**config.mk**
```make
export PLATFORM = sky130hd
export DESIGN_NAME = sliding_window_mean_queue
export DESIGN_NICKNAME = d
export VERILOG_FILES = /design/src/hw/rtl/swmq_pkg.sv /design/src/hw/rtl/sliding_window_mean_queue.sv /design/src/hw/rtl/swmq_front.sv /design/src/hw/rtl/swmq_div.sv /design/src/hw/rtl/swmq_back.sv
export SDC_FILE = /design/constraint.sdc
export NUM_CORES = 1
export LEC_CHECK = 0
export ABC_AREA = 0
export BUFFER_PORTS_ARGS = -buffer_cell sky130_fd_sc_hd__buf_2
export CAP_MARGIN = 5
export CORE_ASPECT_RATIO = 2
export CORE_UTILIZATION = 48
export CTS_BUF_LIST = sky130_fd_sc_hd__clkbuf_4 sky130_fd_sc_hd__clkbuf_8
export CTS_CLUSTER_SIZE = 8
export DETAILED_ROUTE_END_ITERATION = 8
export HOLD_SLACK_MARGIN = 0.03
export PLACE_DENSITY_LB_ADDON = 0.3
export SLEW_MARGIN = 20
export SYNTH_ARGS = -nofsm -noshare
export SYNTH_HDL_FRONTEND = slang
export SYNTH_SLANG_ARGS = --single-unit
```
**constraint.sdc**
```tcl
create_clock -name clock -period 4.7 [get_ports clock]
set_clock_uncertainty 0.2 [all_clocks]
set_input_delay 0.47 -clock clock [delete_from_list [all_inputs] [get_ports clock]]
set_output_delay 0.47 -clock clock [all_outputs]
set_load 0.02 [all_outputs]
```
**src/hw/rtl/swmq_pkg.sv**
```systemverilog
// Shared types and constants for the sliding-window mean queue.
`default_nettype none

package swmq_pkg;

   localparam int HEIGHT_W       = 12;
   localparam int RING_SLOTS_DEF = 8;
   localparam int REQ_DATA_W     = 16;
   localparam int RSP_DATA_W     = 24;

   typedef enum logic {
      OP_INSERT = 1'b0,
      OP_REMOVE = 1'b1
   } op_type;

   typedef struct packed {
      op_type              op;
      logic [HEIGHT_W-1:0] height;
   } item_type;

   typedef enum logic [1:0] {
      ST_IDLE,
      ST_EXEC,
      ST_DIV
   } back_state_type;

endpackage

`default_nettype wire

```
**src/hw/rtl/sliding_window_mean_queue.sv**
```systemverilog
// Sliding-window mean queue: top level.
//
// A FIFO of up to RING_SLOTS-1 twelve-bit heights with a running sum and count.
// Request channel (req_*): one transfer per item; req_tuser is the op
// (0 insert req_tdata[11:0], 1 remove the oldest value).
// Response channel (rsp_*): one transfer per item, in order. rsp_tdata carries
// the removed value and the truncated mean of the contents after the item;
// rsp_tuser flags a remove from an empty queue (state is left untouched then).
// An insert into a full ring drops the oldest value first.
// A two-entry input queue decouples intake from execution. Each item
// passes through the back end's IDLE, EXEC and DIV states, one item at a time;
// in DIV it waits for the one-bit-per-cycle divider producing the mean and for
// the output register to be free.
// A stalled response is held in the output register while the next item is
// taken and executed; that item then waits for the register to free up.
// Reset (synchronous, active high) empties the queue and clears the sum;
// ring contents are not cleared and are only read after being written.
`default_nettype none

module sliding_window_mean_queue #(
   parameter int RING_SLOTS = swmq_pkg::RING_SLOTS_DEF
) (
   input  wire logic                            clock,
   input  wire logic                            reset,
   input  wire logic                            req_tvalid,
   output logic                                 req_tready,
   input  wire logic [swmq_pkg::REQ_DATA_W-1:0] req_tdata,  // [11:0] height, [15:12] zero
   input  wire logic                            req_tuser,  // [0] op
   output logic                                 rsp_tvalid,
   input  wire logic                            rsp_tready,
   output logic [swmq_pkg::RSP_DATA_W-1:0]      rsp_tdata,  // [11:0] removed_height, [23:12] mean_height
   output logic                                 rsp_tuser   // [0] empty_error
);
   import swmq_pkg::*;

   localparam int CNT_W = $clog2(RING_SLOTS);
   localparam int SUM_W = HEIGHT_W + CNT_W;

   item_type         item;
   logic             item_valid;
   logic             item_ready;
   logic             div_start;
   logic [SUM_W-1:0] div_dividend;
   logic [CNT_W-1:0] div_divisor;
   logic             div_done;
   logic [SUM_W-1:0] div_quotient;
   logic [CNT_W-1:0] held_count;

   swmq_front u_front (
      .clock      (clock),
      .reset      (reset),
      .req_tvalid (req_tvalid),
      .req_tready (req_tready),
      .req_tdata  (req_tdata),
      .req_tuser  (req_tuser),
      .item       (item),
      .item_valid (item_valid),
      .item_ready (item_ready)
   );

   swmq_div #(
      .DIVIDEND_W (SUM_W),
      .DIVISOR_W  (CNT_W)
   ) u_div (
      .clock    (clock),
      .reset    (reset),
      .start    (div_start),
      .dividend (div_dividend),
      .divisor  (div_divisor),
      .done     (div_done),
      .quotient (div_quotient)
   );

   swmq_back #(
      .RING_SLOTS (RING_SLOTS)
   ) u_back (
      .clock        (clock),
      .reset        (reset),
      .item         (item),
      .item_valid   (item_valid),
      .item_ready   (item_ready),
      .div_start    (div_start),
      .div_dividend (div_dividend),
      .div_divisor  (div_divisor),
      .div_done     (div_done),
      .div_quotient (div_quotient),
      .held_count   (held_count),
      .rsp_tvalid   (rsp_tvalid),
      .rsp_tready   (rsp_tready),
      .rsp_tdata    (rsp_tdata),
      .rsp_tuser    (rsp_tuser)
   );

   // occupancy never exceeds one less than the slot count
   assert property (@(posedge clock) disable iff (reset)
      held_count <= CNT_W'(RING_SLOTS - 1))
      else $error("held count exceeds ring capacity");

   // an empty-queue error reports neither a removed value nor a mean
   assert property (@(posedge clock) disable iff (reset)
      (rsp_tvalid && rsp_tuser) |-> (rsp_tdata == '0))
      else $error("error response carries nonzero data");

   // the divider is only started when the previous result has been consumed; a start clears its done flag
   assert property (@(posedge clock) disable iff (reset)
      div_start |=> !div_done)
      else $error("divider done flag not cleared on start");

endmodule

`default_nettype wire

```
**src/hw/rtl/swmq_front.sv**
```systemverilog
// Front end: accepts request transfers, decodes the op and buffers items in a two-entry queue.
`default_nettype none

module swmq_front (
   input  wire logic                            clock,
   input  wire logic                            reset,
   input  wire logic                            req_tvalid,
   output logic                                 req_tready,
   input  wire logic [swmq_pkg::REQ_DATA_W-1:0] req_tdata,
   input  wire logic                            req_tuser,
   output swmq_pkg::item_type                   item,
   output logic                                 item_valid,
   input  wire logic                            item_ready
);
   import swmq_pkg::*;

   item_type   entry_ff [2];
   logic       wr_ptr_ff;
   logic       wr_ptr_in;
   logic       rd_ptr_ff;
   logic       rd_ptr_in;
   logic [1:0] fill_ff;
   logic [1:0] fill_in;
   logic       push;
   logic       pop;
   item_type   new_item;

   // no transfer is taken while reset is held
   assign req_tready = !reset && (fill_ff != 2'd2);
   assign item_valid = (fill_ff != 2'd0);
   assign item       = entry_ff[rd_ptr_ff];

   assign push = req_tvalid && req_tready;
   assign pop  = item_valid && item_ready;

   always_comb begin
      new_item.op     = op_type'(req_tuser);
      new_item.height = req_tdata[HEIGHT_W-1:0];
   end

   always_comb begin
      wr_ptr_in = push ? ~wr_ptr_ff : wr_ptr_ff;
      rd_ptr_in = pop  ? ~rd_ptr_ff : rd_ptr_ff;
      fill_in   = fill_ff + {1'b0, push} - {1'b0, pop};
   end

   always_ff @(posedge clock) begin
      if (reset) begin
         wr_ptr_ff <= 1'b0;
         rd_ptr_ff <= 1'b0;
         fill_ff   <= 2'd0;
      end else begin
         wr_ptr_ff <= wr_ptr_in;
         rd_ptr_ff <= rd_ptr_in;
         fill_ff   <= fill_in;
      end
   end

   always_ff @(posedge clock) begin
      if (push) begin
         entry_ff[wr_ptr_ff] <= new_item;
      end
   end

endmodule

`default_nettype wire

```
**src/hw/rtl/swmq_div.sv**
```systemverilog
// Restoring serial divider: one quotient bit per cycle.
`default_nettype none

module swmq_div #(
   parameter  int DIVIDEND_W = 15,
   parameter  int DIVISOR_W  = 3,
   localparam int CYC_W      = $clog2(DIVIDEND_W + 1)
) (
   input  wire logic                  clock,
   input  wire logic                  reset,
   input  wire logic                  start,
   input  wire logic [DIVIDEND_W-1:0] dividend,
   input  wire logic [DIVISOR_W-1:0]  divisor,
   output logic                       done,
   output logic [DIVIDEND_W-1:0]      quotient
);

   logic                  busy_ff;
   logic                  busy_in;
   logic                  done_ff;
   logic                  done_in;
   logic [CYC_W-1:0]      cyc_ff;
   logic [CYC_W-1:0]      cyc_in;
   logic [DIVIDEND_W-1:0] quo_ff;
   logic [DIVIDEND_W-1:0] quo_in;
   logic [DIVISOR_W-1:0]  rem_ff;
   logic [DIVISOR_W-1:0]  rem_in;
   logic [DIVISOR_W-1:0]  dvs_ff;
   logic [DIVISOR_W-1:0]  dvs_in;
   logic [DIVISOR_W:0]    shifted;
   logic [DIVISOR_W:0]    diff;
   logic                  fits;

   assign done     = done_ff;
   assign quotient = quo_ff;

   always_comb begin
      shifted = {rem_ff, quo_ff[DIVIDEND_W-1]};
      diff    = shifted - {1'b0, dvs_ff};
      fits    = (shifted >= {1'b0, dvs_ff});
   end

   always_comb begin
      busy_in = busy_ff;
      done_in = done_ff;
      cyc_in  = cyc_ff;
      quo_in  = quo_ff;
      rem_in  = rem_ff;
      dvs_in  = dvs_ff;
      if (start) begin
         busy_in = 1'b1;
         done_in = 1'b0;
         cyc_in  = CYC_W'(DIVIDEND_W);
         quo_in  = dividend;
         rem_in  = '0;
         dvs_in  = divisor;
      end else if (busy_ff) begin
         // remainder stays below the divisor, so the low bits of the difference suffice
         rem_in = fits ? diff[DIVISOR_W-1:0] : shifted[DIVISOR_W-1:0];
         quo_in = {quo_ff[DIVIDEND_W-2:0], fits};
         cyc_in = cyc_ff - 1'b1;
         if (cyc_ff == CYC_W'(1)) begin
            busy_in = 1'b0;
            done_in = 1'b1;
         end
      end
   end

   always_ff @(posedge clock) begin
      if (reset) begin
         busy_ff <= 1'b0;
         done_ff <= 1'b0;
         cyc_ff  <= '0;
      end else begin
         busy_ff <= busy_in;
         done_ff <= done_in;
         cyc_ff  <= cyc_in;
      end
   end

   always_ff @(posedge clock) begin
      quo_ff <= quo_in;
      rem_ff <= rem_in;
      dvs_ff <= dvs_in;
   end

endmodule

`default_nettype wire

```
**src/hw/rtl/swmq_back.sv**
```systemverilog
// Back end: ring memory, running sum and count, divider sequencing and the response register.
`default_nettype none

module swmq_back #(
   parameter  int RING_SLOTS = swmq_pkg::RING_SLOTS_DEF,
   localparam int CNT_W      = $clog2(RING_SLOTS),
   localparam int SUM_W      = swmq_pkg::HEIGHT_W + CNT_W
) (
   input  wire logic                            clock,
   input  wire logic                            reset,
   input  wire swmq_pkg::item_type              item,
   input  wire logic                            item_valid,
   output logic                                 item_ready,
   output logic                                 div_start,
   output logic [SUM_W-1:0]                     div_dividend,
   output logic [CNT_W-1:0]                     div_divisor,
   input  wire logic                            div_done,
   input  wire logic [SUM_W-1:0]                div_quotient,
   output logic [CNT_W-1:0]                     held_count,
   output logic                                 rsp_tvalid,
   input  wire logic                            rsp_tready,
   output logic [swmq_pkg::RSP_DATA_W-1:0]      rsp_tdata,
   output logic                                 rsp_tuser
);
   import swmq_pkg::*;

   localparam logic [CNT_W-1:0] LAST_SLOT = CNT_W'(RING_SLOTS - 1);

   back_state_type      state_ff;
   back_state_type      state_in;

   logic [HEIGHT_W-1:0] ring_mem [RING_SLOTS];
   logic [HEIGHT_W-1:0] rd_data_ff;

   logic [CNT_W-1:0]    head_ff;
   logic [CNT_W-1:0]    head_in;
   logic [CNT_W-1:0]    tail_ff;
   logic [CNT_W-1:0]    tail_in;
   logic [CNT_W-1:0]    count_ff;
   logic [CNT_W-1:0]    count_in;
   logic [SUM_W-1:0]    sum_ff;
   logic [SUM_W-1:0]    sum_in;

   item_type            item_ff;
   logic [HEIGHT_W-1:0] removed_ff;
   logic [HEIGHT_W-1:0] removed_in;
   logic                error_ff;
   logic                error_in;
   logic                wr_en;

   logic                rsp_valid_ff;
   logic                rsp_valid_in;
   logic [HEIGHT_W-1:0] rsp_removed_ff;
   logic [HEIGHT_W-1:0] rsp_mean_ff;
   logic [HEIGHT_W-1:0] mean;
   logic                rsp_error_ff;

   logic                take_item;
   logic                exec_en;
   logic                out_load;
   logic                full;
   logic                empty;

   function automatic logic [CNT_W-1:0] next_slot(input logic [CNT_W-1:0] slot);
      next_slot = (slot == LAST_SLOT) ? '0 : slot + 1'b1;
   endfunction

   assign full  = (count_ff == LAST_SLOT);
   assign empty = (count_ff == '0);

   // next state
   always_comb begin
      state_in = state_ff;
      unique case (state_ff)
         ST_IDLE: begin
            if (item_valid) state_in = ST_EXEC;
         end
         ST_EXEC: begin
            state_in = ST_DIV;
         end
         ST_DIV: begin
            if (div_done && (!rsp_valid_ff || rsp_tready)) state_in = ST_IDLE;
         end
         default: begin
            state_in = ST_IDLE;
         end
      endcase
   end

   // state outputs
   always_comb begin
      item_ready = 1'b0;
      exec_en    = 1'b0;
      out_load   = 1'b0;
      unique case (state_ff)
         ST_IDLE: begin
            item_ready = 1'b1;
         end
         ST_EXEC: begin
            exec_en = 1'b1;
         end
         ST_DIV: begin
            out_load = div_done && (!rsp_valid_ff || rsp_tready);
         end
         default: begin
            item_ready = 1'b0;
         end
      endcase
   end

   assign take_item    = item_ready && item_valid;
   assign div_start    = exec_en;
   assign div_dividend = sum_in;
   assign div_divisor  = count_in;
   assign held_count   = count_ff;

   // rd_data_ff holds the head entry; head is stable while idle, so it is current in EXEC
   always_comb begin
      head_in    = head_ff;
      tail_in    = tail_ff;
      count_in   = count_ff;
      sum_in     = sum_ff;
      removed_in = '0;
      error_in   = 1'b0;
      wr_en      = 1'b0;
      unique case (item_ff.op)
         OP_INSERT: begin
            wr_en   = exec_en;
            tail_in = next_slot(tail_ff);
            if (full) begin
               // ring full: oldest value drops out silently
               head_in = next_slot(head_ff);
               sum_in  = sum_ff - SUM_W'(rd_data_ff) + SUM_W'(item_ff.height);
            end else begin
               count_in = count_ff + 1'b1;
               sum_in   = sum_ff + SUM_W'(item_ff.height);
            end
         end
         OP_REMOVE: begin
            if (empty) begin
               error_in = 1'b1;
            end else begin
               removed_in = rd_data_ff;
               head_in    = next_slot(head_ff);
               count_in   = count_ff - 1'b1;
               sum_in     = sum_ff - SUM_W'(rd_data_ff);
            end
         end
         default: begin
            error_in = 1'b0;
         end
      endcase
   end

   assign mean = (count_ff == '0) ? '0 : div_quotient[HEIGHT_W-1:0];

   always_comb begin
      rsp_valid_in = rsp_valid_ff;
      if (out_load) begin
         rsp_valid_in = 1'b1;
      end else if (rsp_tready) begin
         rsp_valid_in = 1'b0;
      end
   end

   always_ff @(posedge clock) begin
      if (wr_en) begin
         ring_mem[tail_ff] <= item_ff.height;
      end
      rd_data_ff <= ring_mem[head_ff];
   end

   always_ff @(posedge clock) begin
      if (reset) begin
         state_ff     <= ST_IDLE;
         head_ff      <= '0;
         tail_ff      <= '0;
         count_ff     <= '0;
         sum_ff       <= '0;
         rsp_valid_ff <= 1'b0;
      end else begin
         state_ff     <= state_in;
         rsp_valid_ff <= rsp_valid_in;
         if (exec_en) begin
            head_ff  <= head_in;
            tail_ff  <= tail_in;
            count_ff <= count_in;
            sum_ff   <= sum_in;
         end
      end
   end

   always_ff @(posedge clock) begin
      if (take_item) begin
         item_ff <= item;
      end
      if (exec_en) begin
         removed_ff <= removed_in;
         error_ff   <= error_in;
      end
      if (out_load) begin
         rsp_removed_ff <= removed_ff;
         rsp_mean_ff    <= mean;
         rsp_error_ff   <= error_ff;
      end
   end

   assign rsp_tvalid = rsp_valid_ff;
   assign rsp_tdata  = {rsp_mean_ff, rsp_removed_ff};
   assign rsp_tuser  = rsp_error_ff;

endmodule

`default_nettype wire
```
==> results.ini <==
[outcome]
status = completed

[die]
core_region_area_mm2 = 0.0221
num_io_pins = 48
dieArea_mm2 = 0.0231
die_h_um = 214
num_rows = 77
start_util_pct = 48.9
die_w_um = 108

[synthesis]
ys_ff_latch = 243
ys_seq_area_share_pct = 62.8
synth_cell_types = 63
yosysTopAreaCell = edfxtp_1
synthCells = 820
ys_top_cells_by_count = edfxtp_1, nor2_1, nand2_1, dfxtp_1, a21oi_1
synth_top_area_share_pct = 53.1
ys.flop_type = edfxtp_1
synth_area_mm2 = 0.0108
avgSynthCellArea_um2 = 13.2
synth_nets = 884
synth.area.top_cells = edfxtp_1, dfxtp_1, mux4_2, ha_1, mux2_2
yosys_warnings = 0
post-synth-top-count-cell = edfxtp_1
synth_async_sr_flop_share_pct = 0
synth_edf_count = 191

[power_and_ir_drop]
p_seq_share_pct = 46.7
intPower_mw = 4.43
leakage_nw = 4.54
p_switching_mw = 2.06
power_density_mw_per_mm2 = 528
p_clk_share_pct = 26.8
swShare_pct = 31.7
combPwrFrac_pct = 26.5
ir_worst_vdd_uv = 270

[route]
vias = 6652
highest_layer = met4
antenna_left = 0
routed_wirelength_um = 22000
wl_met1_um = 7440
vias_per_cell = 5.53
drc = 0
first_iter_violations = 305
wl_per_cell_um = 18.3
drt_first_pass_iters = 6
met2_length_um = 12300
wl_met3_um = 782

[clock_network]
clockBufferDepth = 3
root_buffer = clkbuf_8
cts_made_buffers = 37
cts_tree = built
htree_levels = 2
insertion_delay_ns = 0.53
cts.sinks = 243
clkSlewWorstSetupHoldPaths_ns = 0.06

[worst_setup_path]
arrival_ns = 4.60
critPathRequiredTime_ns = 4.79
path_max_fanout = 5
crit_family = compound AO/OA/AOI/OAI gates
crit_type = reg -> reg
path_buf_inv = 1
max_stage_delay_ns = 0.40
timing.rr.start = u_back.sum_ff[0]
endpoint_kind = register
r2r-end = u_div.quotient[11]
critical_path.slowest_cell = fa_1
reg2reg_depth = 18
start_kind = register
critical_path.cell_chain = inv_1 > ha_1 > fa_1 > nor2b_1 > o31a_1 > o21a_1 > nor2_1 > xnor2_1 > mux2_2 > ha_1 > a2111oi_0 > o21ai_1 > a41o_1 > a21o_1 > a211o_1 > a31oi_1 > o21a_1 > nor2_1
r2r_slack_ns = 0.19

[sta]
worst_pin_slew_ns = 1.05
min_period_ns = 4.51
fin_crit_sh_pct = 95.9
finalMaxSlewViolations = 0
max_freq_mhz = 222
tns_ns = 0
rsz0062_at_grt = no
slew_headroom_pct = 30.2
hold_viol_final = 0
setup_violations = 0

[global_routing]
grt_pass1_vias = 6809
grt-ovfl-total = 0
grt_usage_pct = 20.0
antenna_found_initial = 1
grt_max_degree = 50
grt_pass1_wl_um = 34600

[job]
maxCapViolCount = 0

[final_layout]
finalNetCount = 963
syn_to_final_growth_pct = 13.7
layout-drive-gt1-share_pct = 21.2
finalCoreUtilization_pct = 55.6
final_area_mm2 = 0.0123

[hold_path]
hold_path_startpoint = rsp_tready
worstHoldEndpoint = u_back.rsp_tvalid
worstHoldPathType = in -> reg
min_path_cells = 3

[placement]
io_buffer_count = 43
place_area_mm2 = 0.0114
dp_hpwl_um = 15400
place_congestion = 0.912

power groups by stage:
stage / Clock [mW] / Sequential, mW / Combinational [mW]
6_report: 1.74 / 3.03 / 1.72
5_1_grt: 1.87 / 3.07 / 1.92
4_1_cts: 1.79 / 3.03 / 1.72
3_5_place_dp: 0 / 3.07 / 1.70
3_3_place_gp: 0 / 3.06 / 1.67
2_1_floorplan: 0 / 2.95 / 1.33
stage by stage:
step | worst slack, ns | hold WS, ns | power (mW) | instances
after floorplan | 0.566 | 0.200 | 4.28 | 820
after global placement | 0.259 | 0.202 | 4.72 | 1122
after detailed placement | 0.206 | 0.206 | 4.77 | 1122
after CTS | 0.190 | 0.0479 | 6.54 | 1201
after global routing | 0.0331 | 0.0802 | 6.86 | 1203
final | 0.194 | 0.0791 | 6.49 | 1203
worst reg2reg max path, delay by kind of cell (launching register included):
family | cells | cell delay, ns
adders and majority gates | 3 | 0.98
xor gates and xnor gates | 1 | 0.12
DFF | 1 | 0.35
buffers and inverters | 1 | 0.07
AOI/OAI and AO/OA | 9 | 2.01
muxes | 1 | 0.27
and+or+nand+nor | 3 | 0.29
cell type report:
cell class | count | area (µm²)
Antenna cell | 1 | 2.50
Clock buffer | 64 | 731
Clock inverter | 2 | 13.8
Fill cell | 1874 | 9790
Inverter | 32 | 120
Multi-Input combinational cell | 509 | 3790
Sequential cell | 243 | 6780
Tap cell | 276 | 345
Timing Repair Buffer | 76 | 495
flip-flops by register name, indices dropped and copies added (netlist names), 2 cells and up:
register / cells
u_back.rsp_mean_ff: 12
u_back.held_count: 3
u_front.entry_ff: 26
u_back.sum_ff: 15
u_back.tail_ff: 3
u_div.cyc_ff: 4
u_div.rem_ff: 3
u_back.rd_data_ff: 12
u_div.dvs_ff: 3
u_back.head_ff: 3
u_back.removed_ff: 12
u_front.fill_ff: 2
u_back.rsp_removed_ff: 12
u_back.state_ff: 2
u_div.quotient: 15
u_back.item_ff: 13
u_back.ring_mem: 96
how the worst max path moves through the flow:
stage | startpoint | end | slack, ns | depth (start not counted)
CTS | u_back.sum_ff[0] | u_div.quotient[11] | 0.19 | 18
global placement | u_back.sum_ff[0] | u_div.quotient[11] | 0.26 | 18
finish | u_back.sum_ff[0] | u_div.quotient[11] | 0.19 | 18
global route | u_back.rd_data_ff[1] | u_div.quotient[14] | 0.03 | 16
floorplan | u_back.sum_ff[0] | u_div.quotient[11] | 0.57 | 18
detailed placement | u_back.sum_ff[0] | u_div.quotient[11] | 0.21 | 18
metal layers:
metal / up-vias / global-route usage [%]
met5: - / 0
met4: 0 / 14.5
met3: 77 / 2.80
met2: 183 / 37.6
met1: 3215 / 18.8
li1: 3177 / -
kinds of logic after synthesis:
family | after synthesis | synth area share (%)
fa+ha+maj | 43 | 5.19
buf+inv | 68 | 2.39
compound gates | 140 | 8.59
xor+xnor | 30 | 2.43
simple gates | 236 | 9.89
mux | 60 | 8.73
flops | 243 | 62.8
placed cells by master, fill, tap and decap left out, drive strengths merged, types with 4 or more instances in the layout:
cell type,netlist,routed
a211oi,7,7
a21o,8,8
a21oi,44,44
a31oi,6,6
and2,15,15
and3,5,5
buf,6,63
clkbuf,30,64
dfxtp,52,52
dlygate4sd3,0,13
edfxtp,191,191
ha,40,40
inv,30,31
mux2,30,30
mux2i,6,6
mux4,24,24
nand2,77,77
nand2b,9,9
nand3,10,10
nor2,78,78
nor2b,7,7
nor3,17,17
nor4,5,5
o211ai,8,8
o21a,5,5
o21ai,35,35
o31ai,4,4
or3,4,4
xnor2,16,16
xor2,14,14
timing repair:
item                                   4_1_cts  5_1_grt
setup endpoints to repair                    0        2
hold buffers                                13        0
buffers inserted                             0        1
endpoints found under the hold margin       26        0
resized for setup                            0        2
Note: power is estimated with default switching activity, not from simulation.
